===== config.mk =====
export PLATFORM = sky130hd
export DESIGN_NAME = tle_ram
export DESIGN_NICKNAME = d
export VERILOG_FILES = /design/src/rtl/core/tle_ram.sv
export SDC_FILE = /design/constraint.sdc
export NUM_CORES = 1
export LEC_CHECK = 0
export BUFFER_PORTS_ARGS = -buffer_cell sky130_fd_sc_hd__buf_4
export CAP_MARGIN = 40
export CORE_ASPECT_RATIO = 1.1
export CORE_UTILIZATION = 55
export CTS_CLUSTER_SIZE = 10
export DETAILED_ROUTE_END_ITERATION = 6
export PLACE_DENSITY = 0.73
export SLEW_MARGIN = 20
export SYNTH_ARGS = -nofsm -noshare
export SYNTH_HDL_FRONTEND = slang
export SYNTH_SLANG_ARGS = --single-unit

===== constraint.sdc =====
create_clock -name aclk -period 4.5 [get_ports aclk]
set_input_delay 0.675 -clock aclk [delete_from_list [all_inputs] [get_ports aclk]]
set_output_delay 0.675 -clock aclk [all_outputs]
set_load 0.02 [all_outputs]

===== src/rtl/core/tle_ram.sv =====
// ----------------------------------------------------------------------------
// tle_ram
// Generic single-write, single-read RAM with registered read data.
// ----------------------------------------------------------------------------
module tle_ram #(
    parameter int WIDTH = 8,
    parameter int DEPTH = 16
) (
    input  logic                     aclk,
    input  logic                     we,
    input  logic [$clog2(DEPTH)-1:0] waddr,
    input  logic [WIDTH-1:0]         wdata,
    input  logic                     re,
    input  logic [$clog2(DEPTH)-1:0] raddr,
    output logic [WIDTH-1:0]         rdata
);

    logic [WIDTH-1:0] mem [DEPTH];
    logic [WIDTH-1:0] rdata_reg;

    always_ff @(posedge aclk) begin
        if (we) begin
            mem[waddr] <= wdata;
        end
        if (re) begin
            rdata_reg <= mem[raddr];
        end
    end

    assign rdata = rdata_reg;

endmodule


=== Word level (Yosys, flattened, before mapping) ===
Memories as Yosys holds them, arrays and structs flattened. A register that Yosys moved wholly into a read port is not among the register bits.
Index checks and enable logic that the tools add are counted.

* Flip-flop bits (word level): 0
* Latch bits: 0
* RAM bits: 128
* ROM bits: 0
* Input port bits: 19
* Output and inout bits: 8
* Logic and storage cells: 3
* Memories kept: 1

* Add/subtract/negate cells: 0
* Multiply operators: 0
* Div/mod/pow operators: 0
* $lt $le $gt $ge: 0
* Equality and inequality tests: 0
* Shifts and indexed selects: 0
* Muxes and demuxes: 2
* Bitwise operators: 0
* Reductions and logical operators: 0

{| class="wikitable"
|+ Memory list
! name !! depth !! width !! read ports !! clocked after Yosys merged registers in !! wr ports !! RTL line !! source
|-
| mem || 16 || 8 || 1 || 1 || 1 || 18 || <nowiki>logic [WIDTH-1:0] mem [DEPTH];</nowiki>
|}

{| class="wikitable"
|+ Operators with widths
! kind !! number
|-
| 1-bit 2-to-1 mux || 2
|}

=== Longest topological paths before layout ===
* Word-level depth: 2
* Mapped depth: 5
* Mapped depth without buffers: 3

=== Worst setup path after synthesis ===
No wires, ideal clock.

* Kind: input -> register
* From: input port waddr[2]
* To: memory mem[0][0] (enable)
* Library setup time: 383 ps
* Data arrival time: 1785 ps
* Required time: 4117 ps
* Setup slack: 2332 ps
* Stages: 2
* Path buffers: 0
* Cell sequence: or3b_2 nor3_1

{| class="wikitable"
|+ RTL lines
! element !! RTL line !! source
|-
| from (decl) || 11 || <nowiki>input logic [$clog2(DEPTH)-1:0] waddr,</nowiki>
|-
| to (decl) || 18 ||
|}

No word-level cell before the write port.

==> qor.yml <==
status:
  status: "finished, final reports clean"
route:
  wl_per_cell_um: 23.6
  drt-total-wl_um: 9560
  via_count: 2477
  dr.pass1.iters: 5
  drtAntennaViolNets: 0
  first_iter_violations: 327
  drc: 0
  viasPerCell: 6.12
timing:
  period_share: 0.423
  final.setup.tns_ns: 0
  min_period_ns: 1.90
  rsz0062_at_grt: "false"
  hold_viol_final: 0
  drv_slew: 0
  worst_slack_ns: 2.60
  tightest_slew_ns: 0.778
  max_freq_mhz: 526
  fin_skew_ns: 0.00523
  finalSetupViolations: 0
  max_slew_margin: 0.480
clock_tree:
  cts_setup_buffers: 0
  cts_root_buf: "clkbuf_8"
  clk_path_buf_depth: 2
  clk_latency_ns: 0.52
  cts_buffers: 17
  htreeDepth: 4
  cts_hold_buf: 0
  cts.repair.resized: 0
  clk_pin_slew_ns: 0.06
  cts_tree: "yes"
  clock_sinks: 136
setup_path:
  crit_fanout: 32
  critPathSlowestCell: "mux4_1"
  critPathLaunchType: "input pin"
  crit_path_end_kind: "flop"
  worstPathArrival_ns: 2.17
  path_class: "input pin to flop"
  critPathBufInv: 1
  cp_top_family: "multiplexers"
  crit_chain: "buf_4 -> mux4_1 -> a22oi_1 -> nand2_1"
  cpPeakStageDelay_ns: 0.63
  required_ns: 4.76
cells_and_area:
  fin_area_sq_mm: 0.00614
  nNetsFinal: 297
  fillers: 553
  fin_util: 0.678
  mostFrequentLayoutCells: "136 x edfxtp_1, 39 x buf_4, 18 x mux4_2"
  antenna_cells: 0
  layout_commonest_cell: "edfxtp_1"
  drive_gt1_frac: 0.313
  largest_reg_flops: 128
  final_cells: 405
  syn_to_final_growth_pct: 17.5
grt:
  grt_most_used_layer: "met2"
  grt_max_degree: 33
  use_met1: 0.300
  grt_remaining_overflow: 0
  use_met3: 0.0636
  grtUsageTotal: 0.218
  grt_antenna_before_repair: 0
  grt_use_met2: 0.314
  grt_pass1_vias: 2441
  grt_pass1_wl_um: 14400
pwr:
  peakVddDrop_mv: 0.303
  p_leak_uw: 0.00207
  cellPowerDensity_mw_per_mm2: 463
floorplan:
  start_util: 0.577
  die_h_um: 104
  die_area_sq_mm: 0.00990
  die_w_um: 95.0
  io_pins: 27
  fp-row-count: 36
  core_area_sq_mm: 0.00905
job:
  maxCapViolCount: 0
synthesis:
  seq_area_frac_synth: 0.781
  syn_inst: 229
  syn_nets: 248
  synth_top_area_share: 0.781
  ys_warn_count: 0
  synth.distinct_cells: 18
  yosys.area.top_type: "edfxtp_1"
  syn_avg_cell_area_sq_um: 22.8
  syn-cell-area_sq_mm: 0.00523
  synth.area.top_cells: "edfxtp_1 78%, mux4_2 7.8%, mux4_1 7.0%"
  yosys_register_bits: 136
placement:
  pre_cts_slack_ns: 2.07
  gp_congestion: 0.761
  port_buffers: 26
  dp_cells: 371
  dp_hpwl_um: 5970
  postPlaceCellArea_sq_mm: 0.00558
min_path:
  min_path_type: "input pin to flop"
## synthesized netlist by cell type (all sizes together)
cell type and count:
nand3 1, nand2b 2, nor2 13, nand3b 2
nor2b 1, a22oi 16, nor3 4, edfxtp 136
or3b 1, mux4 32, buf 7, nand2 9
clkdlybuf4s25 3, and2 1, and2b 1
## final timing paths
| path | startpoint | endpoint | slack (ns) | cells after the start |
|---|---|---|---|---|
| worst max-delay path | raddr[0] | rdata[1]$_DFFE_PP_ | 2.60 | 4 |
| worst min-delay path | re | rdata[1]$_DFFE_PP_ | 0.45 | 1 |
| worst max register to register | mem[0][4]$_DFFE_PP_ | rdata[4]$_DFFE_PP_ | 3.02 | 3 |
| worst min register to register | mem[14][6]$_DFFE_PP_ | rdata[6]$_DFFE_PP_ | 0.75 | 3 |
## logic make-up (layout without fill, tap and decap cells)
logic type,after synthesis,in the layout,share of synthesized area
AOI/OAI and AO/OA,16,16,0.0230
and+or+nand+nor,35,35,0.0314
muxes,32,32,0.148
buffers and inverters,10,72,0.0165
DFF,136,136,0.781
## power by group
part           internal [uW]  total (uW)  switching [uW]
sequential              1430        1430            7.28
clock                    776        1270             493
combinational           59.3         139            79.4
total                   2260        2840             580
## final cells by class
class / instances / area, sq um / share of cell area
Timing Repair Buffer: 40 / 298 / 0.0485
Clock inverter: 15 / 136 / 0.0222
Clock buffer: 17 / 414 / 0.0674
Sequential cell: 136 / 4080 / 0.665
Tap cell: 114 / 143 / 0.0232
Multi-Input combinational cell: 83 / 1070 / 0.174
## metrics by stage
stage,hold WS [ns],power [uW]
after detailed placement,0.737,1600
after global placement,0.738,1590
final,0.453,2840
after global routing,0.439,2930
after CTS,0.430,2870
after floorplan,0.705,1540
## worst reg2reg max path, delay by kind of cell (launching register included)
family / cells / cell delay (ns)
flip-flops: 1 / 0.37
AND/OR/NAND/NOR: 1 / 0.11
AO/OA/AOI/OAI: 1 / 0.28
multiplexers: 1 / 0.46
## layer usage
layer	routed length (um)	vias up
li1	-	1084
met1	3810	1214
met2	4670	153
met3	836	26
met4	243	0
met5	0	-
Power figures use the tool's default switching activity.
