==> config.mk <==
export PLATFORM = sky130hd
export DESIGN_NAME = tle_back
export DESIGN_NICKNAME = d
export VERILOG_FILES = /design/src/rtl/core/tle_pkg.sv /design/src/rtl/core/tle_back.sv
export SDC_FILE = /design/constraint.sdc
export NUM_CORES = 2
export LEC_CHECK = 0
export BUFFER_PORTS_ARGS = -buffer_cell sky130_fd_sc_hd__buf_2
export CAP_MARGIN = 20
export CORE_UTILIZATION = 60
export CTS_CLUSTER_DIAMETER = 30
export DETAILED_ROUTE_END_ITERATION = 12
export PLACE_DENSITY = 0.73
export SLEW_MARGIN = 30
export SYNTH_ARGS = -nofsm -noshare
export SYNTH_HDL_FRONTEND = slang
export SYNTH_SLANG_ARGS = --single-unit
==> constraint.sdc <==
create_clock -name aclk -period 10.1 [get_ports aclk]
set_clock_uncertainty 0.15 [all_clocks]
set_input_delay 2.525 -clock aclk [delete_from_list [all_inputs] [get_ports aclk]]
set_output_delay 2.525 -clock aclk [all_outputs]
set_load 0.03 [all_outputs]
==> src/rtl/core/tle_pkg.sv <==
// ----------------------------------------------------------------------------
// tle_pkg
// Shared types and constants for the tour length evaluator.
// ----------------------------------------------------------------------------
package tle_pkg;

    localparam int IDX_BITS       = 10;
    localparam int SUM_BITS       = 48;
    localparam int DEF_MAX_CITIES = 1024;
    localparam int DEF_COORD_BITS = 24;
    localparam int FIFO_DEPTH     = 2;

    localparam logic CMD_WRITE = 1'b0;
    localparam logic CMD_VISIT = 1'b1;

    typedef enum logic [2:0] {
        BK_IDLE,
        BK_GAP,
        BK_SQUARE,
        BK_ADD,
        BK_ROOT,
        BK_ACC
    } bk_state_t;

    typedef struct packed {
        logic empty;
        logic full;
    } fifo_stat_t;

endpackage

==> src/rtl/core/tle_back.sv <==
// ----------------------------------------------------------------------------
// tle_back
// Tour sequencer: edge gap, squares, bit-serial square root, saturating sum
// and the result register.
// ----------------------------------------------------------------------------
module tle_back
    import tle_pkg::*;
#(
    parameter int COORD_BITS = DEF_COORD_BITS
) (
    input  logic                  aclk,
    input  logic                  aresetn,
    input  fifo_stat_t            q_stat,
    input  logic [2*COORD_BITS:0] q_data,
    output logic                  q_pop,
    output logic                  m_tvalid,
    input  logic                  m_tready,
    output logic [SUM_BITS-1:0]   m_tdata,
    output logic                  m_tuser
);

    localparam int CB   = COORD_BITS;
    localparam int CNTW = $clog2(CB + 1);

    bk_state_t state_reg, state_next;

    logic [CB-1:0]       cur_x_reg, cur_x_next, cur_y_reg, cur_y_next;
    logic [CB-1:0]       op_x_reg, op_x_next, op_y_reg, op_y_next;
    logic [CB-1:0]       start_x_reg, start_x_next, start_y_reg, start_y_next;
    logic [CB-1:0]       prev_x_reg, prev_x_next, prev_y_reg, prev_y_next;
    logic [CB-1:0]       dx_reg, dx_next, dy_reg, dy_next;
    logic [2*CB-1:0]     sqx_reg, sqx_next, sqy_reg, sqy_next;
    logic [2*CB+1:0]     rad_reg, rad_next;
    logic [CB+2:0]       rem_reg, rem_next;
    logic [CB:0]         root_reg, root_next;
    logic [CNTW-1:0]     cnt_reg, cnt_next;
    logic [SUM_BITS-1:0] sum_reg, sum_next;
    logic                last_reg, last_next;
    logic                closing_reg, closing_next;
    logic                active_reg, active_next;
    logic                sat_reg, sat_next;
    logic                mval_reg, mval_next;
    logic [SUM_BITS-1:0] mdata_reg, mdata_next;
    logic                muser_reg, muser_next;

    logic [CB-1:0]       q_x, q_y;
    logic                q_last;
    logic [CB:0]         diff_x, diff_y;
    logic [CB+2:0]       shifted, trial;
    logic [SUM_BITS:0]   acc_raw;
    logic [SUM_BITS-1:0] acc_sum;
    logic                acc_sat;
    logic                out_free;

    assign q_x    = q_data[CB-1:0];
    assign q_y    = q_data[2*CB-1:CB];
    assign q_last = q_data[2*CB];

    assign diff_x  = {cur_x_reg[CB-1], cur_x_reg} - {op_x_reg[CB-1], op_x_reg};
    assign diff_y  = {cur_y_reg[CB-1], cur_y_reg} - {op_y_reg[CB-1], op_y_reg};
    assign shifted = {rem_reg[CB:0], rad_reg[2*CB+1 -: 2]};
    assign trial   = {root_reg, 2'b01};
    assign acc_raw = {1'b0, sum_reg} + (SUM_BITS+1)'(root_reg);
    assign acc_sat = acc_raw[SUM_BITS];
    assign acc_sum = acc_sat ? {SUM_BITS{1'b1}} : acc_raw[SUM_BITS-1:0];
    assign out_free = !mval_reg || m_tready;

    always_comb begin
        state_next   = state_reg;
        cur_x_next   = cur_x_reg;
        cur_y_next   = cur_y_reg;
        op_x_next    = op_x_reg;
        op_y_next    = op_y_reg;
        start_x_next = start_x_reg;
        start_y_next = start_y_reg;
        prev_x_next  = prev_x_reg;
        prev_y_next  = prev_y_reg;
        dx_next      = dx_reg;
        dy_next      = dy_reg;
        sqx_next     = sqx_reg;
        sqy_next     = sqy_reg;
        rad_next     = rad_reg;
        rem_next     = rem_reg;
        root_next    = root_reg;
        cnt_next     = cnt_reg;
        sum_next     = sum_reg;
        last_next    = last_reg;
        closing_next = closing_reg;
        active_next  = active_reg;
        sat_next     = sat_reg;
        mval_next    = mval_reg && !m_tready;
        mdata_next   = mdata_reg;
        muser_next   = muser_reg;
        q_pop        = 1'b0;

        unique case (state_reg)
            BK_IDLE: begin
                if (!q_stat.empty) begin
                    q_pop       = 1'b1;
                    cur_x_next  = q_x;
                    cur_y_next  = q_y;
                    last_next   = q_last;
                    prev_x_next = q_x;
                    prev_y_next = q_y;
                    if (!active_reg) begin
                        start_x_next = q_x;
                        start_y_next = q_y;
                        sum_next     = '0;
                        sat_next     = 1'b0;
                        active_next  = 1'b1;
                        op_x_next    = q_x;
                        op_y_next    = q_y;
                        closing_next = 1'b1;
                        if (q_last) begin
                            state_next = BK_GAP;
                        end
                    end else begin
                        op_x_next    = prev_x_reg;
                        op_y_next    = prev_y_reg;
                        closing_next = 1'b0;
                        state_next   = BK_GAP;
                    end
                end
            end
            BK_GAP: begin
                dx_next    = diff_x[CB] ? CB'(-diff_x) : diff_x[CB-1:0];
                dy_next    = diff_y[CB] ? CB'(-diff_y) : diff_y[CB-1:0];
                state_next = BK_SQUARE;
            end
            BK_SQUARE: begin
                sqx_next   = dx_reg * dx_reg;
                sqy_next   = dy_reg * dy_reg;
                state_next = BK_ADD;
            end
            BK_ADD: begin
                rad_next   = {1'b0, {1'b0, sqx_reg} + {1'b0, sqy_reg}};
                rem_next   = '0;
                root_next  = '0;
                cnt_next   = CNTW'(CB);
                state_next = BK_ROOT;
            end
            BK_ROOT: begin
                rad_next = {rad_reg[2*CB-1:0], 2'b00};
                if (shifted >= trial) begin
                    rem_next  = shifted - trial;
                    root_next = {root_reg[CB-1:0], 1'b1};
                end else begin
                    rem_next  = shifted;
                    root_next = {root_reg[CB-1:0], 1'b0};
                end
                cnt_next = cnt_reg - 1'b1;
                if (cnt_reg == '0) begin
                    state_next = BK_ACC;
                end
            end
            BK_ACC: begin
                if (!closing_reg) begin
                    sum_next = acc_sum;
                    sat_next = sat_reg || acc_sat;
                    if (last_reg) begin
                        op_x_next    = start_x_reg;
                        op_y_next    = start_y_reg;
                        closing_next = 1'b1;
                        state_next   = BK_GAP;
                    end else begin
                        state_next = BK_IDLE;
                    end
                end else if (out_free) begin
                    sum_next    = acc_sum;
                    sat_next    = sat_reg || acc_sat;
                    mval_next   = 1'b1;
                    mdata_next  = acc_sum;
                    muser_next  = sat_reg || acc_sat;
                    active_next = 1'b0;
                    state_next  = BK_IDLE;
                end
            end
            default: begin
                state_next = BK_IDLE;
            end
        endcase
    end

    always_ff @(posedge aclk) begin
        if (!aresetn) begin
            state_reg   <= BK_IDLE;
            active_reg  <= 1'b0;
            sat_reg     <= 1'b0;
            sum_reg     <= '0;
            start_x_reg <= '0;
            start_y_reg <= '0;
            prev_x_reg  <= '0;
            prev_y_reg  <= '0;
            mval_reg    <= 1'b0;
        end else begin
            state_reg   <= state_next;
            active_reg  <= active_next;
            sat_reg     <= sat_next;
            sum_reg     <= sum_next;
            start_x_reg <= start_x_next;
            start_y_reg <= start_y_next;
            prev_x_reg  <= prev_x_next;
            prev_y_reg  <= prev_y_next;
            mval_reg    <= mval_next;
        end
    end

    always_ff @(posedge aclk) begin
        cur_x_reg   <= cur_x_next;
        cur_y_reg   <= cur_y_next;
        op_x_reg    <= op_x_next;
        op_y_reg    <= op_y_next;
        dx_reg      <= dx_next;
        dy_reg      <= dy_next;
        sqx_reg     <= sqx_next;
        sqy_reg     <= sqy_next;
        rad_reg     <= rad_next;
        rem_reg     <= rem_next;
        root_reg    <= root_next;
        cnt_reg     <= cnt_next;
        last_reg    <= last_next;
        closing_reg <= closing_next;
        mdata_reg   <= mdata_next;
        muser_reg   <= muser_next;
    end

    assign m_tvalid = mval_reg;
    assign m_tdata  = mdata_reg;
    assign m_tuser  = muser_reg;

endmodule

Word-level counts from Yosys, hierarchy flattened
Index checks and enable logic that the tools add are counted.

storage, ports and cells
  register bits = 546
  output and inout bits = 51

cells by class
  add/subtract/negate cells = 8
  multipliers = 2
  order comparisons = 1
  equality and inequality tests = 14
  muxes and demuxes = 51
  bitwise operators = 2
  reductions and logical operators = 17

operator list
  cell                                                 number
  two-way mux 24 bit                                   10
  two-way mux 48 bit                                   5
  one-hot mux 25 bit (2 select lines)                  2
  one-hot mux 50 bit (2 select lines)                  1
  multiplier 24 x 24 -> 48 bit                         2
  one-hot mux 24 bit (2 select lines)                  2
  one-hot mux 48 bit (2 select lines)                  1
  subtractor 24 x 24 -> 25 bit                         2
  adder 48 x 25 -> 49 bit                              1
  adder 48 x 48 -> 49 bit                              1
  negation 24 bit                                      2
  greater-or-equal comparator 27 bit                   1
  two-way mux 25 bit                                   1
  subtractor 25 bit                                    1
  two-way mux 1 bit                                    18
  two-way mux 3 bit                                    6
  one-hot mux 3 bit (6 select lines)                   1
  AND reduction 4 bit                                  4
  != test 2 bit, second input constant                 7
  one-hot mux 5 bit (2 select lines)                   1
  equality test 3 x 2 -> 1 bit, second input constant  2
  equality test 3 bit, second input constant           2
  != test 3 bit, second input constant                 2
  one-hot mux 1 bit (2 select lines)                   3
  other kinds (11)                                     17

Logic depth before layout (Yosys ltp)
  depth in word-level cells = 5
  gate-level depth with buffers = 29
  depth with buffers taken out = 26

Least setup slack after synthesis
OpenSTA, ideal clock, no wires.

  kind = register to register
  from = reg state_reg[1]
  to = reg sqx_reg[0], enable pin
  arrival time = 7.115 ns
  data required time = 9.283 ns
  path slack = 2.168 ns
  cell stages (with the launch flop) = 4
  buffers on the path = 1
  clock period less this slack = 7.932 ns
  cell sequence = dfxtp_1 -> clkbuf_1 -> inv_1 -> nor3_1

between the ends
  longest elaborated chain between the ends = 1

ends and longest elaborated chain
  what                          line             text
  start: declaration            tle_back.sv:25   bk_state_t state_reg, state_next;
  start signal: assignment      tle_back.sv:196  state_reg <= state_next;
  equality test 3 x 2 -> 1 bit  tle_back.sv:96   unique case (state_reg)
  end signal: assignment        tle_back.sv:215  sqx_reg <= sqx_next;
  end: declaration              tle_back.sv:32   logic [2*CB-1:0] sqx_reg, sqx_next, sqy_reg, sqy_next;

Every way passes these cells.
A chain may end at the register's enable or synchronous reset.

Final worst setup path
  from = reg dx_reg[5]
  to = reg sqx_reg[44], data pin

between the ends
  longest elaborated chain between the ends = 1

ends and longest elaborated chain
  what                          line             text
  start: declaration            tle_back.sv:31   logic [CB-1:0] dx_reg, dx_next, dy_reg, dy_next;
  start signal: assignment      tle_back.sv:213  dx_reg <= dx_next;
  multiplier 24 x 24 -> 48 bit  tle_back.sv:131  sqx_next = dx_reg * dx_reg;

Every way passes these cells.

==> flow_metrics.py <==
metrics = {
    "clocking": {
        "postCtsSetupBuffers": 0,
        "ctsHoldBuffers": 0,
        "cts_tree": "built",
        "cts-htree-levels": 3,
        "root_buffer": "clkbuf_16",
        "cts_buffer_depth": 3,
        "cts-resized-gates": 0,
        "clk_latency_ns": 0.69,
        "clock-sinks": 544,
        "path_clk_slew_ns": 0.05,
        "cts_buffers": 104,
    },
    "sta": {
        "rsz0062_at_grt": "no",
        "setup_viol": 0,
        "setup_tns_ns": 0,
        "slew_violations": 0,
        "max_freq_mhz": 120,
        "max_slew.worst_pin.slew_ns": 0.955,
        "hold_violations": 0,
        "timing.final.crit_share": 0.824,
        "relSlewSlack": 0.364,
        "min_period_ns": 8.32,
    },
    "synth": {
        "yosys_warnings": 0,
        "syn_area_per_cell_um2": 9.61,
        "netlist_instances": 6360,
        "synth_top_cell_area_share": 0.277,
        "syn_area_um2": 61100,
        "synthesis.nets": 7767,
        "ys_types": 106,
        "synth_ff_type": "edfxtp_1",
        "synth_edf_count": 394,
        "yosysTopAreaCell": "fa_1",
        "synth_seq_cells": 544,
        "ys_seq_area_frac": 0.243,
        "synthArstFlopShare": 0,
        "synth_area_leaders": "fa_1 (28%), edfxtp_1 (19%), ha_1 (10%)",
    },
    "worst_setup_path": {
        "cp.required_ns": 10.36,
        "crit_family": "adder cells",
        "r2r_setup_slack_ns": 1.78,
        "worstReg2RegStart": "dx_reg[5]",
        "reg2reg_to": "sqx_reg[44]",
        "startpoint": "dx_reg[5]",
        "crit_fanout": 15,
        "end_kind": "register",
        "critPathBufInv": 7,
        "reg2reg_depth": 26,
        "cp-start-kind": "register",
        "critPathKind": "register to register",
        "crit_top_cell": "fa_1",
        "arrival_ns": 8.59,
        "max_stage_delay_ns": 0.70,
        "slowest_stage": "edfxtp_1",
    },
    "routing": {
        "vias": 43100,
        "drc": 0,
        "wl_per_cell_um": 17.1,
        "routed_wl_um": 134000,
        "vias_per_cell": 5.49,
        "ant_nets": 0,
        "drtPass1Iterations": 5,
        "drt_iter0_drc": 2741,
    },
    "grt": {
        "grt_usage": 0.273,
        "grt_max_degree": 100,
        "grt_pass1_wl_um": 226000,
        "grt-ovfl-total": 0,
        "met3_usage": 0.0411,
        "grt_pass1_vias": 46000,
        "grtUsageMet2": 0.483,
        "use_met1": 0.347,
        "grt_antenna_before_repair": 1,
        "top_usage_layer": "met2",
    },
    "min_path": {
        "holdCritPathClass": "register to register",
        "hold_depth": 2,
        "min-delay-start": "prev_y_reg[13]",
        "min_to": "prev_y_reg[13]",
    },
    "final_layout": {
        "seq_area_um2": 14800,
        "fillers": 8023,
        "fin_util": 0.663,
        "fin_area_um2": 66600,
        "drive_gt1_frac": 0.0671,
        "syn_to_final_growth_pct": 8.94,
        "final_cell_mix": "inv_1 (1301), fa_1 (847), nand2_1 (734)",
        "final_common_cell": "inv_1",
        "final_nets": 7812,
        "largest_register_ff_count": 50,
        "multi_input_area_um2": 40500,
    },
    "floorplanning": {
        "core_area_um2": 100000,
        "die_x_um": 321,
        "ios": 105,
        "row_count": 116,
        "chipHeight_um": 321,
        "die_area_um2": 103000,
        "start_util": 0.609,
    },
    "run": {
        "drv_cap": 0,
    },
    "outcome": {
        "status": "completed",
    },
    "place": {
        "place.gp.congestion": 0.907,
        "io_buffers": 103,
        "hpwl_um": 104000,
        "dpl-instance-area_um2": 63000,
    },
}
==> cell families after synthesis <==
logic type	after synthesis	synth area share
compound gates	983	0.107
xor+xnor	273	0.0391
fa+ha+maj	1353	0.381
buf+inv	1544	0.0955
flops	544	0.243
simple gates	1586	0.122
mux	77	0.0128
==> worst max-delay path by stage <==
stage             endpoint  slack [ns]  cells after the start
2_1_floorplan   sqx_reg[0]        2.17                      3
5_1_grt        sqx_reg[44]        1.42                     26
6_report       sqx_reg[44]        1.78                     26
3_3_place_gp   sqx_reg[44]        1.87                     24
4_1_cts        sqx_reg[44]        1.81                     26
3_5_place_dp   sqx_reg[44]        1.83                     26
==> worst reg2reg max path: stages, from the launching register on <==
cell      delay, ns
edfxtp_1       0.70
buf_4          0.39
and2_1         0.22
inv_1          0.07
fa_1           0.53
inv_1          0.05
fa_1           0.48
inv_1          0.06
fa_1           0.50
fa_1           0.52
inv_1          0.06
fa_1           0.49
fa_1           0.49
inv_1          0.05
fa_1           0.48
inv_1          0.04
ha_1           0.36
a21o_1         0.22
a221o_1        0.35
a21oi_1        0.20
nor2b_1        0.07
a31oi_1        0.47
o311ai_2       0.19
and2_1         0.22
a41oi_1        0.39
o31ai_1        0.14
xor2_1         0.16
==> area by class of cell <==
| cell class | instances | area share |
|---|---|---|
| multi-input combinational | 4272 | 0.608 |
| sequential | 544 | 0.223 |
| inverter | 1303 | 0.0735 |
| clock buffer | 125 | 0.0412 |
| tap | 1357 | 0.0255 |
| timing repair buffer | 180 | 0.0169 |
| clock inverter | 73 | 0.0117 |
| antenna | 1 | 0.0000376 |
==> metrics by stage <==
step | std cells | worst slack, ns | hold slack [ns]
after global placement | 7651 | 1.87 | 0.301
after detailed placement | 7655 | 1.83 | 0.309
after global routing | 7854 | 1.42 | 0.332
after CTS | 7853 | 1.81 | 0.315
final | 7855 | 1.78 | 0.312
after floorplan | 6360 | 2.17 | 0.291
==> synthesized netlist by cell type, drive strengths merged (53+ instances only) <==
cell    instances
inv          1302
fa            847
nand2         735
ha            506
edfxtp        394
and2          258
nor2          250
a21oi         243
clkbuf        221
o21ai         205
xnor2         173
dfxtp         150
a21o          108
a21boi        100
xor2          100
mux2i          68
nand3          68
nor3           53
==> per-layer routing <==
metal / vias to the layer above / share of wire / wire length [um]
met5: - / 0 / 0
met4: 0 / 0.025 / 3360
met3: 227 / 0.056 / 7600
met2: 1121 / 0.50 / 67700
met1: 21300 / 0.42 / 55800
li1: 20500 / - / -
Power is not shown: default switching activity piles up to over one toggle a cycle in this logic, so the estimate is an artifact.
