### src/rtl/core/tle_pkg.sv
// ----------------------------------------------------------------------------
// tle_pkg
// Shared types and constants for the tour length evaluator.
// ----------------------------------------------------------------------------
package tle_pkg;

    localparam int IDX_BITS       = 10;
    localparam int SUM_BITS       = 48;
    localparam int DEF_MAX_CITIES = 1024;
    localparam int DEF_COORD_BITS = 24;
    localparam int FIFO_DEPTH     = 2;

    localparam logic CMD_WRITE = 1'b0;
    localparam logic CMD_VISIT = 1'b1;

    typedef enum logic [2:0] {
        BK_IDLE,
        BK_GAP,
        BK_SQUARE,
        BK_ADD,
        BK_ROOT,
        BK_ACC
    } bk_state_t;

    typedef struct packed {
        logic empty;
        logic full;
    } fifo_stat_t;

endpackage

### src/rtl/core/tle_fifo.sv
// ----------------------------------------------------------------------------
// tle_fifo
// Short queue between the lookup front and the distance back end.
// ----------------------------------------------------------------------------
module tle_fifo
    import tle_pkg::*;
#(
    parameter int WIDTH = 8
) (
    input  logic             aclk,
    input  logic             aresetn,
    input  logic             push,
    input  logic [WIDTH-1:0] push_data,
    input  logic             pop,
    output logic [WIDTH-1:0] pop_data,
    output fifo_stat_t       stat
);

    localparam int PW = (FIFO_DEPTH > 1) ? $clog2(FIFO_DEPTH) : 1;
    localparam int CW = $clog2(FIFO_DEPTH + 1);

    logic [WIDTH-1:0] slot_reg [FIFO_DEPTH];
    logic [PW-1:0]    wr_ptr_reg, wr_ptr_next;
    logic [PW-1:0]    rd_ptr_reg, rd_ptr_next;
    logic [CW-1:0]    count_reg, count_next;

    always_comb begin
        wr_ptr_next = wr_ptr_reg;
        rd_ptr_next = rd_ptr_reg;
        count_next  = count_reg;
        if (push) begin
            wr_ptr_next = (wr_ptr_reg == PW'(FIFO_DEPTH - 1)) ? '0 : wr_ptr_reg + 1'b1;
        end
        if (pop) begin
            rd_ptr_next = (rd_ptr_reg == PW'(FIFO_DEPTH - 1)) ? '0 : rd_ptr_reg + 1'b1;
        end
        if (push && !pop) begin
            count_next = count_reg + 1'b1;
        end else if (pop && !push) begin
            count_next = count_reg - 1'b1;
        end
    end

    always_ff @(posedge aclk) begin
        if (!aresetn) begin
            wr_ptr_reg <= '0;
            rd_ptr_reg <= '0;
            count_reg  <= '0;
        end else begin
            wr_ptr_reg <= wr_ptr_next;
            rd_ptr_reg <= rd_ptr_next;
            count_reg  <= count_next;
        end
    end

    always_ff @(posedge aclk) begin
        if (push) begin
            slot_reg[wr_ptr_reg] <= push_data;
        end
    end

    assign pop_data   = slot_reg[rd_ptr_reg];
    assign stat.empty = (count_reg == '0);
    assign stat.full  = (count_reg == CW'(FIFO_DEPTH));

endmodule

### config.mk
export PLATFORM = sky130hd
export DESIGN_NAME = tle_fifo
export DESIGN_NICKNAME = d
export VERILOG_FILES = /design/src/rtl/core/tle_pkg.sv /design/src/rtl/core/tle_fifo.sv
export SDC_FILE = /design/constraint.sdc
export NUM_CORES = 1
export LEC_CHECK = 0
export BUFFER_PORTS_ARGS = -buffer_cell sky130_fd_sc_hd__clkbuf_2
export CORE_MARGIN = 2
export CORE_UTILIZATION = 47
export CTS_BUF_LIST = sky130_fd_sc_hd__clkbuf_2 sky130_fd_sc_hd__clkbuf_4 sky130_fd_sc_hd__clkbuf_8
export DETAILED_ROUTE_END_ITERATION = 7
export PLACE_DENSITY = 0.75
export SLEW_MARGIN = 40
export SYNTH_ARGS = -nofsm -noshare
export SYNTH_HDL_FRONTEND = slang
export SYNTH_SLANG_ARGS = --single-unit
### constraint.sdc
create_clock -name aclk -period 1.1 [get_ports aclk]
set_input_delay 0.275 -clock aclk [delete_from_list [all_inputs] [get_ports aclk]]
set_output_delay 0.275 -clock aclk [all_outputs]
set_load 0.05 [all_outputs]
---- Word level (Yosys, flattened, before mapping) ----
Memories as Yosys holds them, arrays and structs flattened. A register that Yosys moved wholly into a read port is not among the register bits.
Index checks and enable logic that the tools add are counted.
word-level totals
  memories ................................ 1
  flip-flop bits (word level) ............. 4
  word-level logic and storage cells ...... 23
  output and inout bits ................... 10
  memory bits (writable) .................. 16
  input bits .............................. 12
cells by class
  reduce and logical (&&, ||, !) cells .... 6
  eq/ne operators ......................... 1
  add/sub/neg operators ................... 4
  multiplexer cells ....................... 8
memories
  memory    words  width  read ports  clocked after Yosys merged registers in  wr ports  line            source
  slot_reg  2      8      1           1                                        1         tle_fifo.sv:22  logic [WIDTH-1:0] slot_reg [FIFO_DEPTH];
operators by type and width
  cell                   count
  $mux W1                6
  $mux W2                2
  $add A1 B1 Y1 const B  2
  $add A2 B1 Y2 const B  1
  $eq A2 B2 Y1 const B   1
  $logic_and A1 B1 Y1    2
  $logic_not A1 Y1       2
  $logic_not A2 Y1       1
  $reduce_bool A2 Y1     1
  $sub A2 B1 Y2 const B  1

---- Longest topological paths before layout ----
Gate-level depths: netlist (run 1).
  word-level depth ........................ 4
  gate-level depth with buffers ........... 5
  gate-level depth less buffers ........... 5

---- Worst setup path before layout (run 1) ----
Ideal clock, no wire load.
  kind .................................... flip-flop to output port
  start point ............................. register count_reg[0]
  end point ............................... output port stat[1] (netlist bit)
  data arrival time ....................... 991 ps
  cell stages (with the launch flop) ...... 2
  slack ................................... -166 ps
  cells stage by stage .................... dfxtp_1 nor2_1
RTL lines
  element                   line            source
  start: declaration        tle_fifo.sv:25  logic [CW-1:0] count_reg, count_next;
  start signal: assignment  tle_fifo.sv:52  count_reg <= count_next;
  end: declaration          tle_fifo.sv:16  output fifo_stat_t stat

==> metrics, run 1 <==
cts bufs inserted=3; share of layout cells above drive strength 1=62.7%; cell count after placement=91; worst hold path type=in2reg; number of H-tree levels=1; max reg flops=16; Max-Cap Viols=0; gr ovfl total=0; Fin Setup TNS=-3630 ps; Pre-antenna DRT Iters=2; initial core utilization=51.5%; post-DR vias/cell=4.95; Port Buffers=21; syn_nets=60; cts hold-fix bufs=0; Area Overhead vs Synth=54.0%; post-route insts no fill=99; number of synthesized register bits=21; routed vias=490; Finished Core Util=79.4%; DIE HEIGHT=45.1 um; Post-Syn Instances=47; Pwr Density=1540 nW/um2; Critical Path AT=1230 ps; GP Congestion=0.649; RSZ-0062 raised after global routing=true; sequential share of the synthesized area=73.1%; DRC Markers=0; first-pass GRT wire length=2170 um; initial antenna violation count=0; Max FO, Critical Path=4; synth warn=0; Post-Syn Area=795 um2; type of origin of the critical path=register; clock skew=4.42 ps; worst vdd rail ir drop=0.00118 V; clock root buffer=clkbuf_4; clock slew seen by the registers of the worst setup and hold paths=110 ps; num ports=22; worst-margin pin slew=150 ps; Finished Cell Area=1220 um2; Unique masters post-synth=16; Slew Viols, Final=0; Worst Setup Path Type=reg2out; Skew-Pair Late Insertion Delay=280 ps; post-layout min period=1500 ps; vias in the first global route=506; failing checks=negative setup slack; Die Wd=45.1 um; # diodes=0; worst setup margin=-403 ps; Hold Fails Final Rpt=0; status=finished with violations; setup violators final=11; Antenna Nets Post-Route=0; CTS Sinks=21; Worst EP required=820 ps; LEAKAGE=0.521 nW; final period utilization=137%; die area=2040 um2; Worst slew margin=89.9%; CORE AREA=1540 um2; row count=14; # nets final=97; syn_area_per_cell=16.9 um2; maximum clock insertion buffer count=2; DR WL/cell=14.2 um; Power, Total=1.88 mW; aggregate routed wire length=1410 um; Max Fclk=666 MHz; placed instance area=1010 um2; CTS tree=built; Worst Setup End Kind=output port; largest net degree at the start of global routing=12; Total Routing Usage GR=15.9%; number of DRC markers in iteration 0=6
through the flow:
step	hold WS [ps]	setup slack [ps]
after floorplan	374	-64.9
after global routing	157	-457
after global placement	465	-188
after CTS	167	-425
final	172	-403
after detailed placement	468	-203
layout make-up:
cell class / instances / area (um2)
clock buffer: 4 / 30.0
tap: 16 / 20.0
sequential: 21 / 589
multi-input combinational: 24 / 258
timing repair buffer: 33 / 323
fill: 101 / 318
inverter: 1 / 3.75
synth_stat cells (all sizes together):
master	count	area (um2)
edfxtp	16	480
mux2	8	90.1
dfxtp	5	100
and2	4	25.0
nor2b	2	12.5
xor2	2	17.5
a21boi	1	7.51
and2b	1	8.76
buf	1	5.00
ha	1	12.5
inv	1	3.75
nor2	1	3.75
o21a	1	7.51
o21ai	1	5.00
or3	1	6.26
xnor2	1	8.76
what timing repair did:
action                                  CTS  global route
buffers inserted                          2             2
pin swaps                                 2             3
gates cloned                              0             0
endpoints found under the setup margin   10            11
hold endpoints to repair                  0             0
gates resized for setup                  33            14
per-layer routing:
metal	wire [um]	GRT usage [%]	vias up	share of wire (%)
li1	-	-	243	-
met1	574	18.1	231	41
met2	761	28.9	14	54
met3	58	4.00	2	4.1
met4	15	5.29	0	1.1
met5	0	0	-	0
path summary, 6_finish.rpt:
path,from,endpoint,slack (ps),cells after the start
max,register,pop_data[1],-400,3
min reg2reg,rd_ptr_reg,register,590,2
max reg2reg,count_reg[0],count_reg[1],-80,4
min,push_data[6],slot_reg[0][6],170,1
critical path, cell delays in order (launching register included):
cell	delay, ps
dfxtp_2	360
buf_6	130
mux2_4	310
buf_8	150
kinds of logic after synthesis:
group | share of synthesized area, %
adder cells (fa/ha/maj) | 1.57
buffers and inverters | 1.10
flip-flops | 73.1
AO/OA/AOI/OAI | 2.52
multiplexers | 11.3
XOR/XNOR | 3.31
AND/OR/NAND/NOR | 7.09
power by group:
group          leakage (nW)  switching [mW]  internal (mW)
logic                 0.309           0.285          0.292
clock network        0.0184           0.198          0.165
registers             0.193          0.0282          0.912
cells in the final DEF (no fill, tap or decap), types with 2 or more instances in the layout:
cell and instances:
clkbuf_4 4, and2_1 4, xor2_1 2, buf_6 4
mux2_4 8, buf_8 10, dfxtp_4 2, dfxtp_1 2
edfxtp_1 16, buf_4 7, clkbuf_2 11
Note: power is estimated with default switching activity, not from simulation.
==> run 2, diff against run 1 <==
--- a/config.mk
+++ b/config.mk
@@ -5,12 +5,13 @@
 export SDC_FILE = /design/constraint.sdc
 export NUM_CORES = 1
 export LEC_CHECK = 0
-export BUFFER_PORTS_ARGS = -buffer_cell sky130_fd_sc_hd__clkbuf_2
 export CORE_MARGIN = 2
-export CORE_UTILIZATION = 47
+export CORE_UTILIZATION = 56
 export CTS_BUF_LIST = sky130_fd_sc_hd__clkbuf_2 sky130_fd_sc_hd__clkbuf_4 sky130_fd_sc_hd__clkbuf_8
 export DETAILED_ROUTE_END_ITERATION = 7
-export PLACE_DENSITY = 0.75
+export DONT_BUFFER_PORTS = 1
+export GPL_ROUTABILITY_DRIVEN = 0
+export PLACE_DENSITY = 0.73
 export SLEW_MARGIN = 40
 export SYNTH_ARGS = -nofsm -noshare
 export SYNTH_HDL_FRONTEND = slang
==> run 2 against run 1 <==
Compared with the run above:
- power decreased by 6.5%
- sequential power hardly changed
- largest cell class unchanged
- register-to-register slack is essentially flat
- clock-buffer cell count unchanged
- the flow still finishes with violations (negative setup slack)
- routed wire length down 5.0%
- sequential share of layout area grew 10 points
- hold slack worse by 100 ps
==> metrics, run 2 (synthesis results as in run 1) <==
final period utilization=132% (-4.5 points); Finished Core Util=76.7% (-2.6 points); vias in the first global route=445 (-12%); setup violators final=11 (unchanged); Pre-antenna DRT Iters=4 (+2); Worst Hold Slack=67.5 ps (-104 ps); hpwl dp=970 um; gr ovfl total=0 (unchanged); max reg flops=16 (unchanged); Max FO, Critical Path=3 (-1); worst hold path type=in2reg; share of layout cells above drive strength 1=50.8% (-12 points); Bufs and invs on worst path=1 (-1); Critical Path AT=1180 ps (-50 ps); routed vias=422 (-14%); worst setup margin=-353 ps (+49.4 ps); post-route insts no fill=76 (-23%); clock slew seen by the registers of the worst setup and hold paths=100 ps (about the same); aggregate routed wire length=1340 um (-5.0%); worst vdd rail ir drop=0.00115 V (-2.8%); cts bufs inserted=3 (unchanged); worst-margin pin slew=203 ps (+52.4 ps); CP peak stage delay=390 ps (+30 ps); cell count after placement=69 (-24%); die area=1740 um2 (-15%); status=finished with violations; Area Overhead vs Synth=27.2%; CTS Sinks=21 (unchanged); row count=13 (-1); failing checks=negative setup slack; worst-path cell chain=buf_4 -> mux2_4; Worst Setup Path Type=reg2out; number of DRC markers in iteration 0=10 (+4); maximum clock insertion buffer count=2 (unchanged); number of H-tree levels=1 (unchanged); num ports=22 (unchanged); DR WL/cell=17.6 um (+24%); Max Fclk=688 MHz (+3.4%); Slew Viols, Final=0 (unchanged); Die Wd=41.7 um (-7.6%); RSZ-0062 raised after global routing=true; Pwr Density=1740 nW/um2 (+13%); Hold Fails Final Rpt=0 (unchanged); Crit path max-delay family=multiplexers; clock skew=3.66 ps (-0.760 ps); initial antenna violation count=0 (unchanged); first-pass GRT wire length=1980 um (-8.6%); Worst slew margin=86.4% (-3.5 points); Antenna Nets Post-Route=0 (unchanged); most frequent cells in the layout=16 x edfxtp_1, 8 x mux2_4, 8 x buf_4, 4 x and2_1, 4 x clkbuf_4; type of origin of the critical path=register; post-layout min period=1450 ps (-49.4 ps); CORE AREA=1320 um2 (-15%); clock root buffer=clkbuf_4; slowest CP cell=mux2_4; post-DR vias/cell=5.55 (+12%); commonest non-fill, non-tap cell in the layout=edfxtp_1; Skew-Pair Late Insertion Delay=290 ps (about the same); Total Routing Usage GR=16.6% (+0.70 points); LEAKAGE=0.394 nW (-24%); CTS tree=built; initial core utilization=60.3% (+8.8 points); Max-Cap Viols=0 (unchanged); DIE HEIGHT=41.7 um (-7.6%); largest net degree at the start of global routing=12 (unchanged); Worst Setup End Kind=output port; Worst EP required=820 ps (about the same); # nets final=75 (-23%); DRC Markers=0 (unchanged); # diodes=0 (unchanged); Port Buffers=0 (-100%)
## run 2: cell count changes in the layout (fill, tap and decap cells not counted)
cell      change
and2b_4       +1
buf_4         +1
xor2_1        -1
clkbuf_2     -11
buf_8        -10
buf_6         -2
xor2_2        +1
and2b_2       -1
## run 2: worst paths after layout
check               startpoint              to  slack [ps]  cells past startpoint
hold reg to reg     wr_ptr_reg      wr_ptr_reg         650                      2
hold / removal    push_data[5]  slot_reg[1][5]          70                      0
setup / recovery      register     pop_data[4]        -350                      2
setup reg to reg  count_reg[0]    count_reg[1]         -80                      4
## run 2: layout make-up
type,instances,area [um2]
clock buffers,4,30.0
fillers,56,307
inverters,1,3.75
multi-input cells,24,267
flip-flops and latches,21,589
well taps,15,18.8
repair buffers,11,103
## run 2: timing repair
action	4_1_cts	5_1_grt
hold buffers	0	0
buffers inserted	3	0
gates resized for setup	17	0
setup endpoints to repair	11	11
pin swaps	4	2
## run 2: power by group
group / total, mW / leakage, nW / internal, mW / switching (mW)
Combinational: 0.442 / 0.182 / 0.189 / 0.254
Sequential: 0.943 / 0.193 / 0.912 / 0.0310
Clock: 0.373 / 0.0184 / 0.166 / 0.207
## run 2: layer usage
layer	track usage [%]	wire length, um	vias up
li1	-	-	196
met4	9.68	0	0
met1	14.8	477	206
met3	6.52	103	0
met2	30.6	759	20
met5	0	0	-
## run 2: per-stage QoR
stage          power (mW)  TNS [ps]  instance area [um2]  worst slack (ps)
4_1_cts              1.76     -3210                 1010              -358
3_5_place_dp         1.32      -798                  902              -108
2_1_floorplan        1.23      -454                  818             -64.9
5_1_grt              1.82     -3620                 1010              -400
6_report             1.76     -3130                 1010              -353
3_3_place_gp         1.30      -497                  902             -82.9
==> run 3, diff against run 2 <==
--- a/config.mk
+++ b/config.mk
@@ -12,7 +12,7 @@
 export DONT_BUFFER_PORTS = 1
 export GPL_ROUTABILITY_DRIVEN = 0
 export PLACE_DENSITY = 0.73
-export SLEW_MARGIN = 40
+export SLEW_MARGIN = 10
 export SYNTH_ARGS = -nofsm -noshare
 export SYNTH_HDL_FRONTEND = slang
 export SYNTH_SLANG_ARGS = --single-unit
==> constraint.sdc (replaced) <==
create_clock -name aclk -period 1.1 [get_ports aclk]
set_input_delay 0.165 -clock aclk [delete_from_list [all_inputs] [get_ports aclk]]
set_output_delay 0.165 -clock aclk [all_outputs]
set_load 0.05 [all_outputs]
==> run 3 against run 2 <==
Compared with the run above:
- register-to-register slack improved by 110 ps
- final area grew 3.5%
- critical path type unchanged
- the run still ends with negative setup slack left
- die area did not move
- via count rose by 5.7%
==> metrics, run 3 (synthesis results as in run 1) <==
status=finished with violations; failing checks=negative setup slack; largest net degree at the start of global routing=12 (unchanged); Die Wd=41.7 um (unchanged); post-layout min period=1360 ps (-95.2 ps); type of origin of the critical path=register; commonest non-fill, non-tap cell in the layout=edfxtp_1; max reg flops=16 (unchanged); Pwr Density=1680 nW/um2 (-3.5%); aggregate routed wire length=1540 um (+15%); hpwl dp=888 um (-8.4%); hold depth=2 (+2); CP peak stage delay=390 ps (about the same); die area=1740 um2 (unchanged); Worst Setup Path Type=reg2out; maximum clock insertion buffer count=2 (unchanged); slowest CP cell=mux2_4; Max FO, Critical Path=3 (unchanged); DR WL/cell=19.0 um (+7.5%); routed vias=446 (+5.7%); Worst Setup End Kind=output port; critical path depth=2 (unchanged); first-pass GRT wire length=2330 um (+18%); DRC Markers=0 (unchanged); CORE AREA=1320 um2 (unchanged); DIE HEIGHT=41.7 um (unchanged); final period utilization=123% (-8.7 points); clock root buffer=clkbuf_4; vias in the first global route=478 (+7.4%); Antenna Nets Post-Route=0 (unchanged); Max-Cap Viols=0 (unchanged); num ports=22 (unchanged); row count=13 (unchanged); Slew Viols, Final=0 (unchanged); gr ovfl total=0 (unchanged); initial antenna violation count=0 (unchanged); RSZ-0062 raised after global routing=true; post-DR vias/cell=5.51 (-0.84%); most frequent cells in the layout=16 x edfxtp_1, 9 x dlygate4sd3_1, 8 x mux2_4, 5 x buf_4; Max Fclk=736 MHz (+7.0%); share of layout cells above drive strength 1=39.4% (-11 points); Skew-Pair Late Insertion Delay=290 ps (about the same); worst setup margin=-258 ps (+95.2 ps); Crit path max-delay family=multiplexers; Power, Total=1.76 mW (-0.15%); Worst EP required=940 ps (+120 ps); CTS Sinks=21 (unchanged); # nets final=80 (+6.7%); Bufs and invs on worst path=1 (unchanged); worst hold path type=in2reg; clock slew seen by the registers of the worst setup and hold paths=110 ps (about the same); # diodes=0 (unchanged); worst vdd rail ir drop=0.00131 V (+14%); Hold Fails Final Rpt=0 (unchanged); worst-margin pin slew=202 ps (-1.00 ps); Area Overhead vs Synth=31.7%; pre-CTS setup slack=7.12 ps (+115 ps); FF-to-FF path depth=3 (-1); Fin Setup TNS=-2080 ps (+1050 ps); initial core utilization=60.3% (unchanged); Pre-antenna DRT Iters=4 (unchanged); LEAKAGE=0.408 nW (+3.4%); clock skew=2.23 ps (-1.42 ps); Worst slew margin=86.4% (about the same); cts bufs inserted=3 (unchanged); number of H-tree levels=1 (unchanged); Total Routing Usage GR=19.4% (+2.8 points); CTS tree=built; number of DRC markers in iteration 0=14 (+4); placed instance area=858 um2 (-4.9%); Finished Cell Area=1050 um2 (+3.5%); Critical Path AT=1190 ps (about the same); worst-path cell chain=buf_4 -> mux2_4; setup violators final=9 (-2); Port Buffers=0 (unchanged)
==> run 3: changes by cell type in the layout (fill, tap and decap cells not counted) <==
cell           change
dlygate4sd3_1      +9
buf_4              -3
a21boi_1           -1
a21boi_2           +1
buf_12             -1
buf_6              -1
buf_8              +1
ha_1               +1
ha_4               -1
xor2_1             +1
xor2_2             -1
==> run 3: report_power, final <==
part	internal, mW	switching [mW]
logic	0.174	0.254
registers	0.912	0.0364
clock network	0.166	0.214
total	1.25	0.504
==> run 3: per-layer routing <==
layer | wire (um) | up-vias | share of wire [%] | GRT usage (%)
li1 | - | 207 | - | -
met1 | 553 | 214 | 36 | 21.1
met2 | 891 | 21 | 58 | 35.3
met3 | 65 | 4 | 4.2 | 5.22
met4 | 25 | 0 | 1.6 | 7.74
met5 | 0 | - | 0 | 0
==> run 3: worst register-to-register path: cells and delay by family (launching register included) <==
family           cells  cell delay [ps]
AO/OA/AOI/OAI        1              130
XOR/XNOR             1              180
flip-flops           1              380
AND/OR/NAND/NOR      1              330
==> run 3: timing repair <==
item / in CTS / in global routing
endpoints found under the hold margin: 21 / 0
hold buffers: 9 / 0
buffers inserted: 1 / 0
gates cloned: 0 / 0
pin swaps: 1 / 1
endpoints found under the setup margin: 10 / 11
resized for setup: 16 / 3
==> run 3: final timing paths <==
path                      from  slack [ps]            to
setup / recovery      register        -260   pop_data[4]
hold / removal            push         100    wr_ptr_reg
setup reg to reg  count_reg[0]          30  count_reg[1]
hold reg to reg   count_reg[1]         560  count_reg[1]
==> run 3: final cells by class <==
class / count / area [um2]
clock buffer: 4 / 30.0
fill: 60 / 272
inverter: 1 / 3.75
multi-input combinational: 24 / 250
sequential: 21 / 589
tap: 15 / 18.8
timing repair buffer: 16 / 154
==> run 3: metrics by stage <==
step | std cells | utilization, % | hold slack (ps)
finish | 81 | 79.4 | 95.4
global route | 81 | 79.4 | 78.4
CTS | 81 | 78.6 | 83.3
detailed placement | 67 | 65.1 | 264
global placement | 67 | 65.1 | 264
floorplan | 47 | - | 264
